==> config.mk <==
export PLATFORM = sky130hd
export DESIGN_NAME = adc_window_average_deadband_core
export DESIGN_NICKNAME = d
export VERILOG_FILES = /design/src/rtl/awd_pkg.sv /design/src/rtl/awd_ram.sv /design/src/rtl/awd_outq.sv /design/src/rtl/adc_window_average_deadband_core.sv
export VERILOG_INCLUDE_DIRS = /design/src /design/src/rtl
export SDC_FILE = /design/constraint.sdc
export NUM_CORES = 2
export LEC_CHECK = 0
export BUFFER_PORTS_ARGS = -buffer_cell sky130_fd_sc_hd__clkbuf_2
export CORE_MARGIN = 1.5
export CORE_UTILIZATION = 57
export DETAILED_ROUTE_END_ITERATION = 6
export PLACE_DENSITY = 0.78
export REMOVE_ABC_BUFFERS = 1
export SLEW_MARGIN = 30
export SYNTH_ARGS = -nofsm -noshare
export SYNTH_HDL_FRONTEND = slang
export SYNTH_SLANG_ARGS = --single-unit
==> constraint.sdc <==
create_clock -name clk -period 6.2 [get_ports clk]
set_clock_uncertainty 0.15 [all_clocks]
set_input_delay 0.62 -clock clk [delete_from_list [all_inputs] [get_ports clk]]
set_output_delay 0.62 -clock clk [all_outputs]
set_load 0.02 [all_outputs]
==> src/rtl/assert_macros.svh <==
// Assertion macros shared by the RTL files of the window average deadband block.
`ifndef ASSERT_MACROS_SVH
`define ASSERT_MACROS_SVH
`ifndef SYNTHESIS
// The expression must hold at every clock edge outside reset.
`define ASSERT_ALWAYS(lbl, clk, rst, expr) \
  lbl: assert property (@(posedge clk) disable iff (rst) (expr)) \
    else $error("assertion failed");
// When the condition holds, the consequence must hold in the same cycle.
`define ASSERT_IMPLY(lbl, clk, rst, cond, cons) \
  lbl: assert property (@(posedge clk) disable iff (rst) (cond) |-> (cons)) \
    else $error("assertion failed");
`else
`define ASSERT_ALWAYS(lbl, clk, rst, expr)
`define ASSERT_IMPLY(lbl, clk, rst, cond, cons)
`endif
`endif

==> src/rtl/awd_pkg.sv <==
// Shared types and constants for the window average deadband block.
package awd_pkg;

  localparam int CH_W       = 4;
  localparam int SAMPLE_W   = 12;
  localparam int CIU_W      = 5;
  localparam int CFG_IDX_W  = 2;
  localparam int CFG_DATA_W = 12;

  localparam int SAMPLE_MAX = 4095;
  localparam int SUM_SLACK  = 100;

  localparam int CHANNELS_DEFAULT = 16;
  localparam int WINDOW_DEFAULT   = 8;

  localparam logic [SAMPLE_W-1:0] THRESHOLD_RESET = 12'd16;
  localparam logic [CIU_W-1:0]    CIU_RESET       = 5'd16;

  // Result queue behind the pipeline.
  localparam int OUT_DEPTH = 8;
  localparam int OQ_AW     = $clog2(OUT_DEPTH);
  localparam int OQ_CW     = $clog2(OUT_DEPTH + 1);

  typedef enum logic [CFG_IDX_W-1:0] {
    REG_FILTER_ENABLE      = 2'd0,
    REG_DEADBAND_ENABLE    = 2'd1,
    REG_DEADBAND_THRESHOLD = 2'd2,
    REG_CHANNELS_IN_USE    = 2'd3
  } cfg_reg_t;

  typedef struct packed {
    logic [CH_W-1:0]     channel;
    logic [SAMPLE_W-1:0] value;
  } result_t;

  typedef struct packed {
    logic             empty;
    logic [OQ_CW-1:0] count;
  } outq_status_t;

endpackage

==> src/rtl/awd_ram.sv <==
// Generic single-write, single-read synchronous RAM with registered read data.
module awd_ram #(
  parameter int WIDTH = 8,
  parameter int DEPTH = 16
) (
  input  logic                                  clk,
  input  logic                                  we,
  input  logic [((DEPTH > 1) ? $clog2(DEPTH) : 1)-1:0] waddr,
  input  logic [WIDTH-1:0]                      wdata,
  input  logic [((DEPTH > 1) ? $clog2(DEPTH) : 1)-1:0] raddr,
  output logic [WIDTH-1:0]                      rdata
);

  logic [WIDTH-1:0] mem [DEPTH];

  // Read returns the old contents when the same entry is written in that cycle.
  always_ff @(posedge clk) begin
    if (we) begin
      mem[waddr] <= wdata;
    end
    rdata <= mem[raddr];
  end

endmodule

==> src/rtl/awd_outq.sv <==
// Result queue that decouples the filter pipeline from the output handshake.
`include "assert_macros.svh"
module awd_outq (
  input  logic                   clk,
  input  logic                   rst,
  input  logic                   push,
  input  awd_pkg::result_t       push_data,
  input  logic                   pop,
  output awd_pkg::result_t       head,
  output awd_pkg::outq_status_t  status
);

  awd_pkg::result_t entries [awd_pkg::OUT_DEPTH];

  logic [awd_pkg::OQ_AW-1:0] wr_ptr;
  logic [awd_pkg::OQ_AW-1:0] rd_ptr;
  logic [awd_pkg::OQ_CW-1:0] count;
  logic [awd_pkg::OQ_CW-1:0] count_next;

  localparam logic [awd_pkg::OQ_AW-1:0] PTR_LAST = awd_pkg::OQ_AW'(awd_pkg::OUT_DEPTH - 1);
  localparam logic [awd_pkg::OQ_CW-1:0] COUNT_FULL = awd_pkg::OQ_CW'(awd_pkg::OUT_DEPTH);

  assign count_next = count + awd_pkg::OQ_CW'(push) - awd_pkg::OQ_CW'(pop);

  always_ff @(posedge clk) begin
    if (rst) begin
      wr_ptr <= '0;
      rd_ptr <= '0;
      count  <= '0;
    end else begin
      if (push) begin
        wr_ptr <= (wr_ptr == PTR_LAST) ? '0 : wr_ptr + 1'b1;
      end
      if (pop) begin
        rd_ptr <= (rd_ptr == PTR_LAST) ? '0 : rd_ptr + 1'b1;
      end
      count <= count_next;
    end
  end

  always_ff @(posedge clk) begin
    if (push) begin
      entries[wr_ptr] <= push_data;
    end
  end

  assign head         = entries[rd_ptr];
  assign status.empty = (count == '0);
  assign status.count = count;

  `ASSERT_ALWAYS(a_no_overflow, clk, rst, !(push && count == COUNT_FULL))

endmodule

==> src/rtl/adc_window_average_deadband_core.sv <==
// Top level: per-channel sliding window average with deadband hold, fed by two RAMs.
// Accepted words pass the pipeline stages and then the result queue to the output.
// Throughput: one word per cycle on any channel mix; the four-stage RAM pipeline
// forwards channel state between stages, and input is held back only when the
// eight-entry result queue together with the words in flight is full.
// Reset clears valid flags, config and channel valid bits at once; no sweep runs.
`include "assert_macros.svh"
module adc_window_average_deadband_core #(
  parameter int CHANNELS = awd_pkg::CHANNELS_DEFAULT,
  parameter int WINDOW   = awd_pkg::WINDOW_DEFAULT
) (
  input  logic                             clk,
  input  logic                             rst,
  input  logic                             in_valid,
  output logic                             in_ready,
  input  logic [awd_pkg::CH_W-1:0]         channel,
  input  logic [awd_pkg::SAMPLE_W-1:0]     sample,
  output logic                             out_valid,
  input  logic                             out_ready,
  output logic [awd_pkg::CH_W-1:0]         channel_out,
  output logic [awd_pkg::SAMPLE_W-1:0]     filtered_value,
  input  logic                             cfg_valid,
  output logic                             cfg_ready,
  input  logic [awd_pkg::CFG_IDX_W-1:0]    cfg_index,
  input  logic [awd_pkg::CFG_DATA_W-1:0]   cfg_data
);

  localparam int CH_W     = awd_pkg::CH_W;
  localparam int SMP_W    = awd_pkg::SAMPLE_W;
  localparam int CH_AW    = (CHANNELS > 1) ? $clog2(CHANNELS) : 1;
  localparam int POS_W    = $clog2(WINDOW);
  localparam int SUM_MAX  = awd_pkg::SAMPLE_MAX * WINDOW + awd_pkg::SUM_SLACK;
  localparam int SUM_W    = $clog2(SUM_MAX + 1);
  localparam int SUMX_W   = SUM_W + 1;
  localparam int RING_DEPTH = CHANNELS * WINDOW;
  localparam int RING_AW  = $clog2(RING_DEPTH);
  localparam int WORD_W   = 1 + POS_W + SUM_W + SMP_W;
  localparam int SHIFT    = SUM_W + POS_W;
  localparam int RECIP_W  = SUM_W + 2;
  localparam int PROD_W   = SUM_W + RECIP_W;
  localparam int Q_W      = PROD_W - SHIFT;
  localparam longint unsigned RECIP =
    ((64'd1 << SHIFT) + 64'(WINDOW) - 64'd1) / 64'(WINDOW);
  localparam int CH_CAP   = (CHANNELS < (1 << CH_W)) ? CHANNELS : (1 << CH_W);

  localparam logic [POS_W-1:0]   POS_LAST  = POS_W'(WINDOW - 1);
  localparam logic [SUMX_W-1:0]  SUM_LIMIT = SUMX_W'(SUM_MAX);
  localparam logic [RECIP_W-1:0] RECIP_V   = RECIP_W'(RECIP);
  localparam logic [CH_W:0]      CH_CAP_V  = (CH_W + 1)'(CH_CAP);
  localparam logic [Q_W-1:0]     AVG_MAX   = Q_W'(awd_pkg::SAMPLE_MAX);

  // Configuration registers.
  logic                     filter_enable;
  logic                     deadband_enable;
  logic [SMP_W-1:0]         deadband_threshold;
  logic [awd_pkg::CIU_W-1:0] channels_in_use;

  // Per-channel valid bits: an entry never written reads as zero.
  logic [CHANNELS-1:0] chan_vld;

  // Pipeline registers.
  logic                s1_valid;
  logic [CH_W-1:0]     s1_ch;
  logic [SMP_W-1:0]    s1_smp;

  logic                s2_valid;
  logic [CH_W-1:0]     s2_ch;
  logic [SMP_W-1:0]    s2_smp;
  logic [POS_W-1:0]    s2_pos;
  logic                s2_wrap;
  logic                s2_ring_ok;
  logic [SUM_W-1:0]    s2_sum;
  logic [SMP_W-1:0]    s2_held;

  logic                s3_valid;
  logic [CH_W-1:0]     s3_ch;
  logic [SMP_W-1:0]    s3_smp;
  logic [POS_W-1:0]    s3_pos;
  logic                s3_wrap;
  logic [SUM_W-1:0]    s3_sum;
  logic [SMP_W-1:0]    s3_held;

  logic                s4_valid;
  logic [CH_W-1:0]     s4_ch;
  logic [SMP_W-1:0]    s4_smp;
  logic [POS_W-1:0]    s4_pos;
  logic                s4_wrap;
  logic [SUM_W-1:0]    s4_sum;
  logic [PROD_W-1:0]   s4_prod;
  logic [SMP_W-1:0]    s4_held;

  // Copy of the last channel word written, which the RAM read of that edge missed.
  logic                s5_valid;
  logic [CH_W-1:0]     s5_ch;
  logic [POS_W-1:0]    s5_pos;
  logic                s5_wrap;
  logic [SUM_W-1:0]    s5_sum;
  logic [SMP_W-1:0]    s5_held;

  // Handshake and queue.
  logic                    in_fire;
  logic                    in_active;
  logic                    out_fire;
  awd_pkg::result_t        q_head;
  awd_pkg::result_t        q_push_data;
  awd_pkg::outq_status_t   q_status;
  logic [awd_pkg::OQ_CW:0] used;

  // Channel RAM and ring RAM ports.
  logic [CH_AW-1:0]   chan_raddr;
  logic [CH_AW-1:0]   chan_waddr;
  logic [WORD_W-1:0]  chan_rdata;
  logic [WORD_W-1:0]  chan_wdata;
  logic [RING_AW-1:0] ring_addr;
  logic               ring_we;
  logic [SMP_W-1:0]   ring_rdata;

  // Stage 1 resolved state.
  logic               mem_ok;
  logic               mem_wrap;
  logic [POS_W-1:0]   mem_pos;
  logic [SUM_W-1:0]   mem_sum;
  logic [SMP_W-1:0]   mem_held;
  logic [POS_W-1:0]   s1_pos;
  logic               s1_wrap;
  logic [SUM_W-1:0]   s1_sum;
  logic [SMP_W-1:0]   s1_held;
  logic               s1_at_last;
  logic [POS_W-1:0]   s1_pos_next;
  logic               s1_wrap_next;

  // Stage 2 sum update.
  logic [SMP_W-1:0]   ring_old;
  logic [SUMX_W-1:0]  sum_add;
  logic [SUMX_W-1:0]  sum_diff;
  logic               sum_ok;
  logic [SUM_W-1:0]   s2_sum_next;

  // Stage 4 average and deadband.
  logic [Q_W-1:0]     quo;
  logic [SMP_W-1:0]   avg;
  logic [SMP_W-1:0]   value;
  logic [SMP_W-1:0]   diff;
  logic               adopt;
  logic [SMP_W-1:0]   s4_held_next;
  logic [SMP_W-1:0]   s4_out;

  assign cfg_ready = 1'b1;

  always_ff @(posedge clk) begin
    if (rst) begin
      filter_enable      <= 1'b0;
      deadband_enable    <= 1'b0;
      deadband_threshold <= awd_pkg::THRESHOLD_RESET;
      channels_in_use    <= awd_pkg::CIU_RESET;
    end else if (cfg_valid) begin
      unique case (awd_pkg::cfg_reg_t'(cfg_index))
        awd_pkg::REG_FILTER_ENABLE:      filter_enable      <= cfg_data[0];
        awd_pkg::REG_DEADBAND_ENABLE:    deadband_enable    <= cfg_data[0];
        awd_pkg::REG_DEADBAND_THRESHOLD: deadband_threshold <= cfg_data[SMP_W-1:0];
        awd_pkg::REG_CHANNELS_IN_USE:    channels_in_use    <= cfg_data[awd_pkg::CIU_W-1:0];
      endcase
    end
  end

  // Words in flight hold a queue slot in advance, so the pipeline never stalls.
  assign used = (awd_pkg::OQ_CW + 1)'(q_status.count) + (awd_pkg::OQ_CW + 1)'(s1_valid)
              + (awd_pkg::OQ_CW + 1)'(s2_valid) + (awd_pkg::OQ_CW + 1)'(s3_valid)
              + (awd_pkg::OQ_CW + 1)'(s4_valid);
  assign in_ready  = (used < (awd_pkg::OQ_CW + 1)'(awd_pkg::OUT_DEPTH));
  assign in_fire   = in_valid && in_ready;
  assign in_active = ({1'b0, channel} < channels_in_use) && ({1'b0, channel} < CH_CAP_V);

  assign chan_raddr = CH_AW'(channel);

  awd_ram #(
    .WIDTH (WORD_W),
    .DEPTH (CHANNELS)
  ) u_chan_ram (
    .clk   (clk),
    .we    (s4_valid),
    .waddr (chan_waddr),
    .wdata (chan_wdata),
    .raddr (chan_raddr),
    .rdata (chan_rdata)
  );

  // Stage 1: resolve channel state from the RAM and from older words in flight.
  always_comb begin
    mem_ok   = chan_vld[CH_AW'(s1_ch)];
    mem_wrap = mem_ok ? chan_rdata[WORD_W-1] : 1'b0;
    mem_pos  = mem_ok ? chan_rdata[WORD_W-2 -: POS_W] : '0;
    mem_sum  = mem_ok ? chan_rdata[SMP_W +: SUM_W] : '0;
    mem_held = mem_ok ? chan_rdata[SMP_W-1:0] : '0;

    if (s2_valid && s2_ch == s1_ch) begin
      s1_pos  = s2_pos;
      s1_wrap = s2_wrap;
      s1_sum  = s2_sum_next;
    end else if (s3_valid && s3_ch == s1_ch) begin
      s1_pos  = s3_pos;
      s1_wrap = s3_wrap;
      s1_sum  = s3_sum;
    end else if (s4_valid && s4_ch == s1_ch) begin
      s1_pos  = s4_pos;
      s1_wrap = s4_wrap;
      s1_sum  = s4_sum;
    end else if (s5_valid && s5_ch == s1_ch) begin
      s1_pos  = s5_pos;
      s1_wrap = s5_wrap;
      s1_sum  = s5_sum;
    end else begin
      s1_pos  = mem_pos;
      s1_wrap = mem_wrap;
      s1_sum  = mem_sum;
    end

    // The held value is final only at stage 4; later updates are broadcast below.
    s1_held = (s5_valid && s5_ch == s1_ch) ? s5_held : mem_held;

    s1_at_last   = (s1_pos == POS_LAST);
    s1_pos_next  = s1_pos;
    s1_wrap_next = s1_wrap;
    if (filter_enable) begin
      s1_pos_next  = s1_at_last ? '0 : s1_pos + 1'b1;
      s1_wrap_next = s1_wrap || s1_at_last;
    end
  end

  // The ring entry is read and replaced in the same cycle.
  assign ring_addr = RING_AW'(s1_ch) * RING_AW'(WINDOW) + RING_AW'(s1_pos);
  assign ring_we   = s1_valid && filter_enable;

  awd_ram #(
    .WIDTH (SMP_W),
    .DEPTH (RING_DEPTH)
  ) u_ring_ram (
    .clk   (clk),
    .we    (ring_we),
    .waddr (ring_addr),
    .wdata (s1_smp),
    .raddr (ring_addr),
    .rdata (ring_rdata)
  );

  // Stage 2: running sum update with the out-of-bounds clear.
  always_comb begin
    ring_old = s2_ring_ok ? ring_rdata : '0;
    sum_add  = {1'b0, s2_sum} + SUMX_W'(s2_smp);
    sum_diff = sum_add - SUMX_W'(ring_old);
    sum_ok   = (sum_add >= SUMX_W'(ring_old)) && (sum_diff <= SUM_LIMIT);
    if (filter_enable) begin
      s2_sum_next = sum_ok ? SUM_W'(sum_diff) : '0;
    end else begin
      s2_sum_next = s2_sum;
    end
  end

  // Stage 4: divide by the window through the reciprocal, then the deadband.
  always_comb begin
    quo   = s4_prod[PROD_W-1:SHIFT];
    avg   = (quo > AVG_MAX) ? SMP_W'(AVG_MAX) : SMP_W'(quo);
    value = filter_enable ? avg : s4_smp;
    diff  = (s4_held > value) ? s4_held - value : value - s4_held;
    adopt = (diff >= deadband_threshold);
    s4_held_next = s4_held;
    s4_out       = value;
    if (deadband_enable) begin
      if (adopt) begin
        s4_held_next = value;
      end else begin
        s4_out = s4_held;
      end
    end
  end

  assign chan_waddr = CH_AW'(s4_ch);
  assign chan_wdata = {s4_wrap, s4_pos, s4_sum, s4_held_next};

  always_ff @(posedge clk) begin
    if (rst) begin
      s1_valid <= 1'b0;
      s2_valid <= 1'b0;
      s3_valid <= 1'b0;
      s4_valid <= 1'b0;
      s5_valid <= 1'b0;
      chan_vld <= '0;
    end else begin
      s1_valid <= in_fire && in_active;
      s2_valid <= s1_valid;
      s3_valid <= s2_valid;
      s4_valid <= s3_valid;
      s5_valid <= s4_valid;
      if (s4_valid) begin
        chan_vld[CH_AW'(s4_ch)] <= 1'b1;
      end
    end
  end

  always_ff @(posedge clk) begin
    s1_ch  <= channel;
    s1_smp <= sample;

    s2_ch      <= s1_ch;
    s2_smp     <= s1_smp;
    s2_pos     <= s1_pos_next;
    s2_wrap    <= s1_wrap_next;
    s2_ring_ok <= s1_wrap;
    s2_sum     <= s1_sum;
    s2_held    <= (s4_valid && s4_ch == s1_ch) ? s4_held_next : s1_held;

    s3_ch   <= s2_ch;
    s3_smp  <= s2_smp;
    s3_pos  <= s2_pos;
    s3_wrap <= s2_wrap;
    s3_sum  <= s2_sum_next;
    s3_held <= (s4_valid && s4_ch == s2_ch) ? s4_held_next : s2_held;

    s4_ch   <= s3_ch;
    s4_smp  <= s3_smp;
    s4_pos  <= s3_pos;
    s4_wrap <= s3_wrap;
    s4_sum  <= s3_sum;
    s4_prod <= PROD_W'(s3_sum) * PROD_W'(RECIP_V);
    s4_held <= (s4_valid && s4_ch == s3_ch) ? s4_held_next : s3_held;

    s5_ch   <= s4_ch;
    s5_pos  <= s4_pos;
    s5_wrap <= s4_wrap;
    s5_sum  <= s4_sum;
    s5_held <= s4_held_next;
  end

  assign q_push_data.channel = s4_ch;
  assign q_push_data.value   = s4_out;

  awd_outq u_outq (
    .clk       (clk),
    .rst       (rst),
    .push      (s4_valid),
    .push_data (q_push_data),
    .pop       (out_fire),
    .head      (q_head),
    .status    (q_status)
  );

  assign out_valid      = !q_status.empty;
  assign out_fire       = out_valid && out_ready;
  assign channel_out    = q_head.channel;
  assign filtered_value = q_head.value;

  `ASSERT_ALWAYS(a_slot_bound, clk, rst, used <= (awd_pkg::OQ_CW + 1)'(awd_pkg::OUT_DEPTH))
  `ASSERT_IMPLY(a_pos_range, clk, rst, s4_valid, s4_pos <= POS_LAST)
  `ASSERT_IMPLY(a_sum_range, clk, rst, s3_valid, {1'b0, s3_sum} <= SUM_LIMIT)

endmodule

* After elaboration in Yosys (flattened, before gate mapping)
Memory sizes are Yosys's and may differ from the RTL's. A register that Yosys moved wholly into a read port is not among the register bits.
Cells that the tools add are included.
** Operators by class
- $add $sub $neg :: 14
- Magnitude comparators :: 10
- Equality and inequality tests :: 12
- Mux-type cells :: 44
- Bitwise logic cells :: 1
- Reduce and logical (&&, ||, !) cells :: 20
** Operators with widths (count)
- $mux W12 :: 12
- $mux W16 :: 7
- $mux W3 :: 11
- $eq A4 B4 Y1 :: 6
- $sub A12 B12 Y12 :: 2
- $add A16 B12 Y17 :: 1
- $ge A17 B12 Y1 :: 1
- $le A17 B16 Y1 const B :: 1
- $sub A17 B12 Y17 :: 1
- $or A16 B16 Y16 :: 1
- $add A5 B1 Y5 :: 3
- $gt A13 B12 Y1 const B :: 1
- $ge A12 B12 Y1 :: 1
- $gt A12 B12 Y1 :: 1
- $logic_and A1 B1 Y1 :: 12
- $mux W1 :: 12
- $lt A4 B5 Y1 const B :: 2
- $add A3 B1 Y3 const B :: 3
- $eq A3 B3 Y1 const B :: 3
- $reduce_and A2 Y1 :: 4
- $add A7 B3 Y7 :: 1
- $add A4 B1 Y5 :: 1
- $lt A4 B5 Y1 :: 1
- $lt A5 B4 Y1 const B :: 1
- other kinds (11) :: 12
** Word-level totals
- Bits in registers :: 247
- Memory bits (writable) :: 2176
- Output and inout bits :: 19
- Word-level logic and storage cells :: 143
- Memories kept :: 3
** Memory list
- u_ring_ram.mem :: depth 128, bits a word 12, rd ports 1, clocked after Yosys merged registers in 1, write ports 1, line awd_ram.sv:14 : logic [WIDTH-1:0] mem [DEPTH];
- u_chan_ram.mem :: depth 16, bits a word 32, rd ports 1, clocked after Yosys merged registers in 1, write ports 1, line awd_ram.sv:14
- u_outq.entries :: depth 8, bits a word 16, rd ports 1, clocked after Yosys merged registers in 1, write ports 1, line awd_outq.sv:13 : awd_pkg::result_t entries [awd_pkg::OUT_DEPTH];

* Longest topological paths before layout
- Depth after elaboration :: 10
- Mapped depth :: 32

* By module
A second synthesis with hierarchy kept.
** Unflattened totals
- Cell total of the unflattened synthesis :: 4731
- Area, all modules :: 95644.2 µm²
** By module, submodules not included
- awd_ram (u_ring_ram) :: times used 1, cells each 2362, area an instance 59128.0 µm²
- awd_ram (u_chan_ram) :: times used 1, cells each 838, area an instance 19854.0 µm²
- adc_window_average_deadband_core :: times used 1, cells each 1275, area an instance 11104.4 µm²
- awd_outq :: times used 1, cells each 256, area an instance 5557.8 µm²

* Worst setup path after synthesis
Ideal clock, no wire load.
- Path type :: flip-flop to flip-flop
- From :: register filter_enable
- To :: memory u_chan_ram.mem[0][10] in the netlist's numbering (data pin)
- Library setup time :: 303 ps
- Data arrival time :: 6210 ps
- Setup slack :: -463 ps
- Cell stages (with the launch flop) :: 32
- Path buffers :: 5
- Clock period less this slack :: 6663 ps
- Path through :: dfxtp_1 > clkbuf_1 > clkbuf_1 > buf_1 > a21oi_1 > ha_1 > inv_1 > ha_1 > a31oi_1 > o21bai_1 > a21o_1 > a21oi_1 > o22ai_1 > a22oi_1 > o21bai_1 > a211oi_1 > a31oi_1 > buf_1 > mux2i_1 > ha_1 > a21o_1 > a21o_1 > a21o_1 > a21o_1 > a21o_1 > a21o_1 > a21oi_1 > o21ai_0 > o31ai_1 > clkbuf_1 > mux2i_1 > inv_1
** Between the ends
- Word-level cells in the longest chain between the ends :: 6
- Elaborated cells between the ends (all ways) :: 8
** Ends and longest elaborated chain
- start, declared :: line adc_window_average_deadband_core.sv:53 : logic filter_enable;
- start signal, assigned :: line adc_window_average_deadband_core.sv:158 : awd_pkg::REG_FILTER_ENABLE: filter_enable <= cfg_data[0];
- $mux W12 * :: line adc_window_average_deadband_core.sv:263 : value = filter_enable ? avg : s4_smp;
- $sub A12 B12 Y12 / $gt A12 B12 Y1 (equally long branches) :: line adc_window_average_deadband_core.sv:264 : diff = (s4_held > value) ? s4_held - value : value - s4_held;
- $mux W12 :: line adc_window_average_deadband_core.sv:264
- $ge A12 B12 Y1 :: line adc_window_average_deadband_core.sv:265 : adopt = (diff >= deadband_threshold);
- $mux W12 * :: line adc_window_average_deadband_core.sv:269 : if (adopt) begin
- $mux W12 * :: line adc_window_average_deadband_core.sv:268 : if (deadband_enable) begin
- named net s4_held_next[10] :: line adc_window_average_deadband_core.sv:145 : logic [SMP_W-1:0] s4_held_next;
- end, declared :: line awd_ram.sv:14
Mark *: on every way through the listed nets, which the timed path passes. The rest lies on a longest branch.

* Worst setup path in the final report
- From :: register s4_prod[31]
- To :: memory u_chan_ram.mem[6][3] in the netlist's numbering (data pin)
** Between the ends
- Word-level cells in the longest chain between the ends :: 8
- Elaborated cells between the ends (all ways) :: 10
** Ends and longest elaborated chain
- start, declared :: line adc_window_average_deadband_core.sv:89 : logic [PROD_W-1:0] s4_prod;
- start signal, assigned :: line adc_window_average_deadband_core.sv:324 : s4_prod <= PROD_W'(s3_sum) * PROD_W'(RECIP_V);
- $gt A13 B12 Y1 * :: line adc_window_average_deadband_core.sv:262 : avg = (quo > AVG_MAX) ? SMP_W'(AVG_MAX) : SMP_W'(quo);
- $mux W12 * :: line adc_window_average_deadband_core.sv:262
- $mux W12 * :: line adc_window_average_deadband_core.sv:263
- $sub A12 B12 Y12 / $gt A12 B12 Y1 (equally long branches) :: line adc_window_average_deadband_core.sv:264
- $mux W12 :: line adc_window_average_deadband_core.sv:264
- $ge A12 B12 Y1 :: line adc_window_average_deadband_core.sv:265
- $mux W12 * :: line adc_window_average_deadband_core.sv:269
- $mux W12 * :: line adc_window_average_deadband_core.sv:268
- named net s4_held_next[3] :: line adc_window_average_deadband_core.sv:145
Marks and branches as above.

==> metrics <==
flops & latches, synth 2470; Tcrit/Tclk final 96.91%; Netlist cell types 80; static leakage power 34.74 nW; Placer Congestion 0.9369; setup violators final 0; register area share after synthesis 75.30%; DRC viols 0; CTS tree built; max-cap viol count 0; final core occ 64.85%; clock-pin slew on the worst setup and hold paths 60 ps; DRT antenna net count 0; H-tree lvl count 4; switching pwr 0.007068 W; Die Y 410.4 µm; WL final 244900 µm; CTS Sinks 2470; Seq pwr share 54.4%; r2r startpoint s4_prod[31]$_DFF_P_; post-synthesis cell area 0.09459 mm²; dpl hpwl 139100 µm; Synth Instances 5790; Clk Tree Root Cell clkbuf_16; vias per cell 6.641; CP Max Fanout 28; outcome completed; slew margin rel. 27.90%; CTS Buf Count 224; WS Path Type flip-flop to flip-flop; core footprint 0.1648 mm²; clock share of power 40.9%; Worst Tran Pin Value 1067 ps; Post-Syn Area per Cell 16.34 µm²; CP Data Required Time 6620 ps; vias in the first global route 55616; VDD IR-drop max 319.1 µV; Peak Freq 166.4 MHz; nets 6164; Internal 0.02662 W; CP Data Arrival Time 6430 ps; Layout fillers 10698; layout cell share with drive strength beyond 1 17.32%; power density over the cells 315.2 mW/mm²; # rows 149; post-DR wirelength/cell 29.05 µm; CP Capture Type flip-flop; first-pass GRT wire length 359200 µm; Pins Over Slew Limit 0; Async SR Flop Fraction 0%; Initial DRC Count 8083; CTS Buffer Depth 3; Worst Setup SP s4_prod[31]$_DFF_P_; Setup WS pre-CTS -89.68 ps; min-delay src cfg_valid; DIE WIDTH 410.4 µm; CP Launch Type flip-flop; hold crit path type input port to flip-flop; # IOs 54; die area 0.1684 mm²; yosys warns 0; area grow syn2layout 12.99%; GRT overflow 0; Switching Share 20.98%; Comb power frac 4.7%; clk_lat worst skew 850 ps; setup ws final 191.8 ps; Vias 55988; largest net degree at the start of global routing 103; Post-synth EDFFs 2176; final hold vios 0; dominant synthesized flop cell edfxtp_1; initial core utilization 57.40%; first-pass detailed-route iteration total 6; initial antenna violation count 4; Port Buf Inserts 52; fin crit period 6008 ps; gr usage total 28.82%
cell families (layout without fill, tap and decap cells):
logic type | after synthesis | count (layout) | synth area share, %
buffers and inverters | 443 | 894 | 2.009
and+or+nand+nor | 1065 | 1065 | 4.710
xor gates and xnor gates | 57 | 57 | 0.5278
AOI/OAI and AO/OA | 1291 | 1291 | 9.600
adders and majority gates | 79 | 79 | 1.085
muxes | 384 | 384 | 6.766
DFF | 2470 | 2470 | 75.30
other | 1 | 2 | 0.003964
through the flow:
step                      hold slack (ps)  power (W)  area, µm²  instances  setup TNS [ps]
after floorplan                     159.6    0.01955      93030       5437        -9373380
after global placement              166.2    0.02014      98850       7981               0
after detailed placement            168.4    0.02018      98920       7983           -3338
after CTS                           7.469    0.03372     106500       8426               0
after global routing                85.09    0.03450     106900       8430           -9052
final                               52.97    0.03369     106900       8431               0
synth_stat cells, drive strengths merged (89+ instances only):
cell	n	area [µm²]
clkbuf	170	638.1
a21oi	352	1762
nor2	368	1410
inv	89	336.6
mux2i	114	1141
buf	183	922.1
a22oi	134	1006
edfxtp	2176	65340
o21ai	112	560.5
a221oi	191	1679
nand2	485	1821
mux4	197	4437
dfxtp	294	5886
registers in the layout, summed over array words and instances, names as in the netlist, 16 cells and up, named ones only:
name,flops
u_ring_ram.mem,1536
u_chan_ram.mem,512
u_outq.entries,128
u_chan_ram.rdata,32
chan_vld,16
s2_sum,16
s3_sum,16
s4_prod,16
s5_sum,16
layer usage:
layer / GRT usage [%] / part of all wire (%)
met4: 13.62 / 5.0
met5: 0 / 0.011
met2: 46.90 / 49
met3: 5.130 / 10
met1: 37.93 / 36
worst paths after layout:
| kind | slack (ps) | end | cells past startpoint |
|---|---|---|---|
| max | 190 | u_chan_ram.mem[6][3]$_DFFE_PP_ | 25 |
| min | 50 | deadband_enable$_SDFFE_PP0P_ | 5 |
| max reg2reg | 190 | u_chan_ram.mem[6][3]$_DFFE_PP_ | 25 |
| min reg2reg | 180 | s4_smp[11]$_DFF_P_ | 0 |
power by group through the flow:
| stage | Clock (W) | Combinational [W] | Sequential [W] |
|---|---|---|---|
| after floorplan | 0 | 0.000857 | 0.0187 |
| after global placement | 0 | 0.00148 | 0.0187 |
| after detailed placement | 0 | 0.00152 | 0.0187 |
| after CTS | 0.0139 | 0.00155 | 0.0183 |
| after global routing | 0.0145 | 0.00170 | 0.0183 |
| final | 0.0138 | 0.00159 | 0.0183 |
timing repair:
item                       4_1_cts  5_1_grt
hold endpoints to repair        32        0
setup buffers                    0        2
setup endpoints to repair      155      335
cloned                           0        1
pin swaps                        0        2
hold buffers                    26        0
resized for setup                9       67
cells in the final DEF (no fill, tap or decap), types with 48 or more instances in the layout:
| cell type | synthesis | final |
|---|---|---|
| a22o_1 | 54 | 54 |
| nand2_1 | 485 | 485 |
| mux2_2 | 73 | 73 |
| nand3_1 | 73 | 72 |
| a221o_1 | 56 | 56 |
| a221oi_1 | 190 | 190 |
| a22oi_1 | 134 | 134 |
| buf_4 | 15 | 283 |
| a31oi_1 | 79 | 77 |
| mux2i_1 | 114 | 91 |
| clkbuf_16 | 0 | 232 |
| ha_1 | 74 | 74 |
| clkbuf_2 | 0 | 48 |
| dfxtp_1 | 294 | 276 |
| a211oi_1 | 72 | 70 |
| a21oi_1 | 352 | 347 |
| clkbuf_1 | 170 | 62 |
| nor2_1 | 362 | 335 |
| mux4_2 | 197 | 197 |
| inv_1 | 86 | 74 |
| edfxtp_1 | 2176 | 2176 |
| o21ai_0 | 109 | 107 |
worst max-delay path, cell delays in order (launching register included):
cell and delay, ps:
dfxtp_1 390, buf_6 240, nor2_1 60, a21oi_1 640, inv_1 310, ha_1 310, a21o_1 170, a21oi_1 130
nor2b_1 70, a211oi_2 240, a31oi_4 90, mux2i_1 150, ha_1 270, a21o_1 160, a21o_1 180, a21o_1 170
a21o_1 180, a21o_1 170, a21o_1 190, a21oi_2 180, o21ai_2 120, o31ai_4 280, buf_4 180, buf_8 180
mux2i_4 340, inv_4 130
cell type report:
type                            instances  area, µm²  area share, %
Antenna cell                            1      2.502       0.002341
Inverter                               90      365.4         0.3418
Multi-Input combinational cell       2877      22000          20.59
Timing Repair Buffer                  387       3178          2.973
Clock buffer                          305       6178          5.781
Sequential cell                      2470      71280          66.69
Tap cell                             2189       2739          2.563
Clock inverter                        112       1135          1.062
(Power assumes the default switching activity.)
